[src/design/pmed_pkg.sv]
package pmed_pkg;

  localparam logic [17:0] FAR_DIST  = 18'd200000;
  localparam int          ErrLimit  = 20;
  localparam logic [7:0]  CELL_MASK = 8'd248;

  typedef enum logic [1:0] {
    REQ_START = 2'd0,
    REQ_LOAD  = 2'd1,
    REQ_PIXEL = 2'd2
  } req_type_e;

  typedef enum logic [1:0] {
    CFG_DITHER  = 2'd0,
    CFG_WIDTH   = 2'd1,
    CFG_HEIGHT  = 2'd2,
    CFG_PALETTE = 2'd3
  } cfg_index_e;

  typedef enum logic [3:0] {
    EOP_NONE,
    EOP_RD_CUR,
    EOP_RD_CUR_AHEAD,
    EOP_WR_CUR_AHEAD7,
    EOP_WR_NXT_AHEAD_E,
    EOP_RD_NXT,
    EOP_WR_NXT5,
    EOP_RD_NXT_BEHIND,
    EOP_WR_NXT_BEHIND3
  } err_op_e;

  typedef struct packed {
    logic    sweep_start;
    logic    sweep_run;
    logic    pal_load;
    logic    pix_latch;
    logic    px_correct;
    logic    cache_wr;
    logic    idx_load_cache;
    logic    srch_start;
    logic    srch_run;
    logic    idx_load_search;
    logic    pal_rd_chosen;
    logic    err_calc;
    logic    out_load;
    logic    cnt_advance;
    err_op_e err_op;
  } pmed_cmd_t;

  typedef struct packed {
    logic sweep_last;
    logic img_done;
    logic dither_on;
    logic cache_hit;
    logic srch_done;
    logic out_busy;
  } pmed_status_t;

endpackage

[src/design/pmed_ctrl.sv]
module pmed_ctrl
  import pmed_pkg::*;
(
  input  logic         clk_i,
  input  logic         rst_ni,
  input  logic         in_valid_i,
  input  logic [1:0]   req_type_i,
  output logic         in_ready_o,
  input  pmed_status_t status_i,
  output pmed_cmd_t    cmd_o
);

  typedef enum logic [17:0] {
    S_CLEAR     = 18'h00001,
    S_IDLE      = 18'h00002,
    S_CUR_RD    = 18'h00004,
    S_CORR      = 18'h00008,
    S_KEY_RD    = 18'h00010,
    S_KEY_CHK   = 18'h00020,
    S_SRCH_INIT = 18'h00040,
    S_SEARCH    = 18'h00080,
    S_CACHE_WR  = 18'h00100,
    S_PAL_RD    = 18'h00200,
    S_ERRC      = 18'h00400,
    S_A7        = 18'h00800,
    S_WE        = 18'h01000,
    S_RD5       = 18'h02000,
    S_WR5       = 18'h04000,
    S_RD3       = 18'h08000,
    S_WR3       = 18'h10000,
    S_DONE      = 18'h20000
  } state_e;

  state_e state_q, state_d;
  logic   accept;

  assign in_ready_o = (state_q == S_IDLE);
  assign accept     = in_valid_i && in_ready_o;

  always_comb begin
    state_d = state_q;
    cmd_o   = '0;
    cmd_o.err_op = EOP_NONE;
    case (state_q)
      S_CLEAR: begin
        cmd_o.sweep_run = 1'b1;
        if (status_i.sweep_last) state_d = S_IDLE;
      end
      S_IDLE: begin
        if (accept) begin
          case (req_type_i)
            REQ_START: begin
              cmd_o.sweep_start = 1'b1;
              state_d = S_CLEAR;
            end
            REQ_LOAD: cmd_o.pal_load = 1'b1;
            REQ_PIXEL: begin
              if (!status_i.img_done) begin
                cmd_o.pix_latch = 1'b1;
                state_d = status_i.dither_on ? S_CUR_RD : S_SRCH_INIT;
              end
            end
            default: ;
          endcase
        end
      end
      S_CUR_RD: begin
        cmd_o.err_op = EOP_RD_CUR;
        state_d = S_CORR;
      end
      S_CORR: begin
        cmd_o.px_correct = 1'b1;
        state_d = S_KEY_RD;
      end
      S_KEY_RD: state_d = S_KEY_CHK;
      S_KEY_CHK: begin
        if (status_i.cache_hit) begin
          cmd_o.idx_load_cache = 1'b1;
          state_d = S_PAL_RD;
        end else begin
          state_d = S_SRCH_INIT;
        end
      end
      S_SRCH_INIT: begin
        cmd_o.srch_start = 1'b1;
        state_d = S_SEARCH;
      end
      S_SEARCH: begin
        cmd_o.srch_run = 1'b1;
        if (status_i.srch_done) begin
          cmd_o.idx_load_search = 1'b1;
          state_d = status_i.dither_on ? S_CACHE_WR : S_DONE;
        end
      end
      S_CACHE_WR: begin
        cmd_o.cache_wr = 1'b1;
        state_d = S_PAL_RD;
      end
      S_PAL_RD: begin
        cmd_o.pal_rd_chosen = 1'b1;
        state_d = S_ERRC;
      end
      S_ERRC: begin
        cmd_o.err_calc = 1'b1;
        cmd_o.err_op = EOP_RD_CUR_AHEAD;
        state_d = S_A7;
      end
      S_A7: begin
        cmd_o.err_op = EOP_WR_CUR_AHEAD7;
        state_d = S_WE;
      end
      S_WE: begin
        cmd_o.err_op = EOP_WR_NXT_AHEAD_E;
        state_d = S_RD5;
      end
      S_RD5: begin
        cmd_o.err_op = EOP_RD_NXT;
        state_d = S_WR5;
      end
      S_WR5: begin
        cmd_o.err_op = EOP_WR_NXT5;
        state_d = S_RD3;
      end
      S_RD3: begin
        cmd_o.err_op = EOP_RD_NXT_BEHIND;
        state_d = S_WR3;
      end
      S_WR3: begin
        cmd_o.err_op = EOP_WR_NXT_BEHIND3;
        state_d = S_DONE;
      end
      S_DONE: begin
        if (!status_i.out_busy) begin
          cmd_o.out_load = 1'b1;
          cmd_o.cnt_advance = 1'b1;
          state_d = S_IDLE;
        end
      end
      default: state_d = S_IDLE;
    endcase
  end

  always_ff @(posedge clk_i or negedge rst_ni) begin
    if (!rst_ni) begin
      state_q <= S_CLEAR;
    end else begin
      state_q <= state_d;
    end
  end

endmodule

[config.mk]
export PLATFORM = sky130hd
export DESIGN_NAME = pmed_ctrl
export DESIGN_NICKNAME = d
export VERILOG_FILES = /design/src/design/pmed_pkg.sv /design/src/design/pmed_ctrl.sv
export SDC_FILE = /design/constraint.sdc
export NUM_CORES = 1
export LEC_CHECK = 0
export ABC_CLOCK_PERIOD_IN_PS = 2600
export BUFFER_PORTS_ARGS = -buffer_cell sky130_fd_sc_hd__buf_2
export CAP_MARGIN = 25
export CORE_MARGIN = 1
export CORE_UTILIZATION = 55
export CTS_BUF_LIST = sky130_fd_sc_hd__clkbuf_2 sky130_fd_sc_hd__clkbuf_4 sky130_fd_sc_hd__clkbuf_8
export CTS_CLUSTER_DIAMETER = 60
export DETAILED_ROUTE_END_ITERATION = 10
export PLACE_DENSITY = 0.82
export SLEW_MARGIN = 5
export SYNTH_ARGS = -nofsm -noshare
export SYNTH_HDL_FRONTEND = slang
export SYNTH_SLANG_ARGS = --single-unit
[constraint.sdc]
create_clock -name clk_i -period 2.6 [get_ports clk_i]
set_input_delay 0 -clock clk_i [delete_from_list [all_inputs] [get_ports clk_i]]
set_output_delay 0 -clock clk_i [all_outputs]
set_load 0.02 [all_outputs]
# Word-level counts from Yosys, hierarchy flattened
# Cells that the tools add are included.
# Widths: inputs -> output; s select.
# word_totals
register_bits	18
# classes
n_eq_ne	26
mux	31
reduce_logical	3
# ops
operator	n
$pmux 18 s18	1
$mux 18	6
$pmux 18 s2	1
$pmux 4 s8	1
$eq 18x1->1 const B	1
$eq 18x10->1 const B	1
$eq 18x11->1 const B	1
$eq 18x12->1 const B	1
$eq 18x13->1 const B	1
$eq 18x14->1 const B	1
$eq 18x15->1 const B	1
$eq 18x16->1 const B	1
$eq 18x17->1 const B	1
$eq 18x18->1 const B	1
$eq 18x2->1 const B	1
$eq 18x3->1 const B	1
$eq 18x4->1 const B	1
$eq 18x5->1 const B	1
$eq 18x6->1 const B	1
$eq 18x7->1 const B	1
$eq 18x8->1 const B	1
$eq 18x9->1 const B	1
$mux 1	15
$mux 10	1
11 further kinds	17

# Depth between registers and ports, before layout
# logic_depth
word_depth	5
mapped_depth	6
mapped_depth_nobuf	5

# Worst setup path after synthesis
# No wires, ideal clock.
# synth_path
path_kind	register to output
from	register state_q[3]
to	output port cmd_o[5] in the netlist's numbering
path_buffers	2
path_slack_ns	0.062
t_required_ns	2.600
arrival_time_ns	2.538
path_stages_with_launch	7
cell_sequence	dfrtp_1 > buf_6 > nor4_4 > nand4_2 > or3_4 > nor4b_1 > buf_4
# synth_lines
item	line	source
start, declared	pmed_ctrl.sv:34	state_e state_q, state_d;
start signal, assigned	pmed_ctrl.sv:147	state_q <= state_d;
end, declared	pmed_ctrl.sv:10	output pmed_cmd_t cmd_o

==> key figures <==
Yosys
  – Async S/R FF share, synth: 100%
  – Synth top area cells: dfrtp_1 (34%), nor3b_1 (6.6%), nor4_4 (3.4%)
  – Synth cell types: 51
  – Main synth FF type: dfrtp_1
  – Mapped Avg Cell Area: 9.68 µm²
  – Synth warn: 0
  – Synth cell count leaders: dfrtp_1 (17), nor3b_1 (11), inv_1 (8)
  – Post-Synthesis Cells: 129
  – Post-synth EDFFs: 0
  – Most numerous cell in the Yosys netlist: dfrtp_1
  – Register area share after synthesis: 36.2%
  – Post-Syn Area: 1250 µm²
  – Top cell type's share of synthesized area: 34.1%
  – Leading area contributor after synthesis: dfrtp_1
  – Post-synthesis register bit count: 18
  – Syn Nets: 140

Power and ir drop
  – Comb pwr share: 47.2%
  – Leakage: 0.728 nW
  – Internal power: 0.584 mW
  – Clk pwr share: 18.7%
  – Psw: 0.406 mW
  – VDD IR max: 423 µV
  – Sw Share: 41.0%
  – Pwr/cell area: 656 nW/µm²
  – Sequential share of power: 34.1%

Global route
  – Antenna violations before repair: 0
  – Vias in the first global route: 1152
  – Grt total ovfl: 0
  – First-pass GRT wire length: 5.24 mm
  – GRT Util Overall: 28.4%
  – Largest net degree at the start of global routing: 19

Cells and area
  – Max reg flops: 18
  – Final Non-Filler Cells: 190
  – Area of the multi-input gates: 749 µm²
  – Post-layout util: 73.9%
  – # diodes: 0
  – Most flop-heavy register: state_q
  – Layout cell share with drive strength beyond 1: 34.4%
  – Layout Nets: 175
  – Filler cell count: 162
  – Biggest regs: state_q (18)
  – Final non-filler cell area: 1510 µm²
  – Layout area overhead: 20.8%
  – Seq. cell area: 452 µm²

Place
  – Worst slack, placed: 0.435 ns
  – Port buffer count: 29
  – HPWL after detailed placement: 2.39 mm
  – DP Area: 1390 µm²
  – Placer Congestion: 0.951
  – Placed cell count: 179

Worst hold path
  – Min-Delay Path Class: input pin to flip-flop
  – Worst hold path startpoint: status_i[2]
  – Endpoint of the worst hold path: state_q[6]
  – Hold path depth: 3

STA
  – Clock Skew: 0.00584 ns
  – Final hold vios: 0
  – Fin crit share: 94.9%
  – Tmin final: 2.47 ns
  – Setup TNS: 0 ns
  – Peak Freq: 405 MHz
  – Pins Over Slew Limit: 0
  – Max-slew headroom: 68.2%
  – Setup slack after layout: 0.132 ns
  – Slew @ Worst Pin: 0.470 ns
  – Endpoints failing setup: 0

Clocking
  – CTS clk-pin slew, worst paths: 0.11 ns
  – CTS tree: done
  – Cts bufs inserted: 3
  – Bufs on Longest Clock Path: 2
  – Root buf cell: clkbuf_4
  – Clk sinks: 18
  – Htree depth: 1
  – Later-pin clock latency in the skew report: 0.31 ns

Drt
  – Vias per inst: 6.33
  – Drt first-iter violations: 43
  – Total number of vias: 1202
  – WL final: 3.33 mm
  – Remaining antenna violation count: 0
  – DR pass1 iterations: 7
  – # DRC: 0
  – Wire length per cell: 17.5 µm

Floorplanning
  – # rows: 16
  – Chip height: 49.7 µm
  – Initial core utilization: 61.2%
  – Core area: 2040 µm²
  – Die area: 2470 µm²
  – IO Pins: 30
  – Die W: 49.7 µm

Critical path
  – Worst r2r src: state_q[2]
  – Required time of the critical path: 2.60 ns
  – FF-to-FF path depth: 5
  – Crit Path Max Fanout: 6
  – Critical path capture point type: output pin
  – Critical path arrival: 2.47 ns
  – WS Path Type: flip-flop to output pin
  – Setup slack, reg-to-reg: 0.46 ns
  – Critical Path Source Type: flip-flop
  – Reg-to-reg critical path endpoint: state_q[2]

Flow run
  – Max-cap violations: 0

Status
  – Status: finished clean
==> metal layers <==
layer,wire length [µm],track usage (%),part of all wire (%),vias up
met1,1330,33.3,40,586
li1,-,-,-,561
met3,140,4.94,4.2,9
met2,1790,51.1,54,46
met4,65,10.0,2.0,0
met5,0,0,0,-
==> metrics by stage <==
step	hold WS [ns]	power (mW)
final	0.0196	0.990
after global routing	0.0287	1.05
after CTS	0.0246	0.960
after detailed placement	-0.0455	0.769
after global placement	-0.0490	0.765
after floorplan	-0.296	0.665
==> kinds of logic after synthesis <==
family | count (synthesis) | share of synthesized area, %
AO/OA/AOI/OAI | 20 | 12.1
XOR/XNOR | 6 | 4.21
buffers and inverters | 14 | 5.71
flip-flops | 18 | 36.2
AND/OR/NAND/NOR | 71 | 41.8
==> worst max-delay path, stage by stage (launching register included) <==
cell     delay [ns]
dfrtp_1        0.48
nor4_4         0.46
nand4_2        0.24
or3_4          0.41
nor4b_2        0.33
buf_2          0.23
==> what timing repair did <==
action                                  4_1_cts  5_1_grt
resized for setup                             0        3
setup buffers                                 0        3
hold buffers                                  4        0
endpoints found under the setup margin        0        5
endpoints found under the hold margin        22        0
==> cells in the final DEF (no fill, tap or decap), drive strengths merged, types with 2 or more instances in the layout <==
cell and instances:
nand2 3, or2 4, nor3b 11, dfrtp 17, inv 8, nor3 3
o211ai 2, clkbuf 4, xnor2 4, or3 2, or4 2, buf 32
xor2 2, o21ai 4, dlygate4sd3 4, nor4b 4, nor4 9, and3 5
nand3 6, o22ai 3, nand4 4, and4b 2, nor2 7
==> power by group through the flow <==
stage | Sequential, mW | Combinational [mW] | Clock (mW)
6_report | 0.338 | 0.468 | 0.185
5_1_grt | 0.342 | 0.509 | 0.196
4_1_cts | 0.336 | 0.438 | 0.187
3_5_place_dp | 0.341 | 0.429 | 0
3_3_place_gp | 0.340 | 0.425 | 0
2_1_floorplan | 0.325 | 0.340 | 0
==> final cells by class <==
type,instances,area share [%]
inverter,8,1.99
tap,27,2.24
multi-input combinational,97,49.7
timing repair buffer,36,13.8
sequential,18,29.9
clock buffer,4,2.40
==> worst max-delay path by stage <==
stage,start,endpoint,slack [ns],cells after the start
after floorplan,state_q[3],cmd_o[5],0.06,6
after global placement,state_q[13],state_q[6],0.49,5
after detailed placement,state_q[13],state_q[6],0.44,5
after CTS,state_q[9],cmd_o[4],0.13,5
after global routing,state_q[2],cmd_o[4],-0.008,5
final,state_q[2],cmd_o[5],0.13,5
Power figures use the tool's default switching activity.
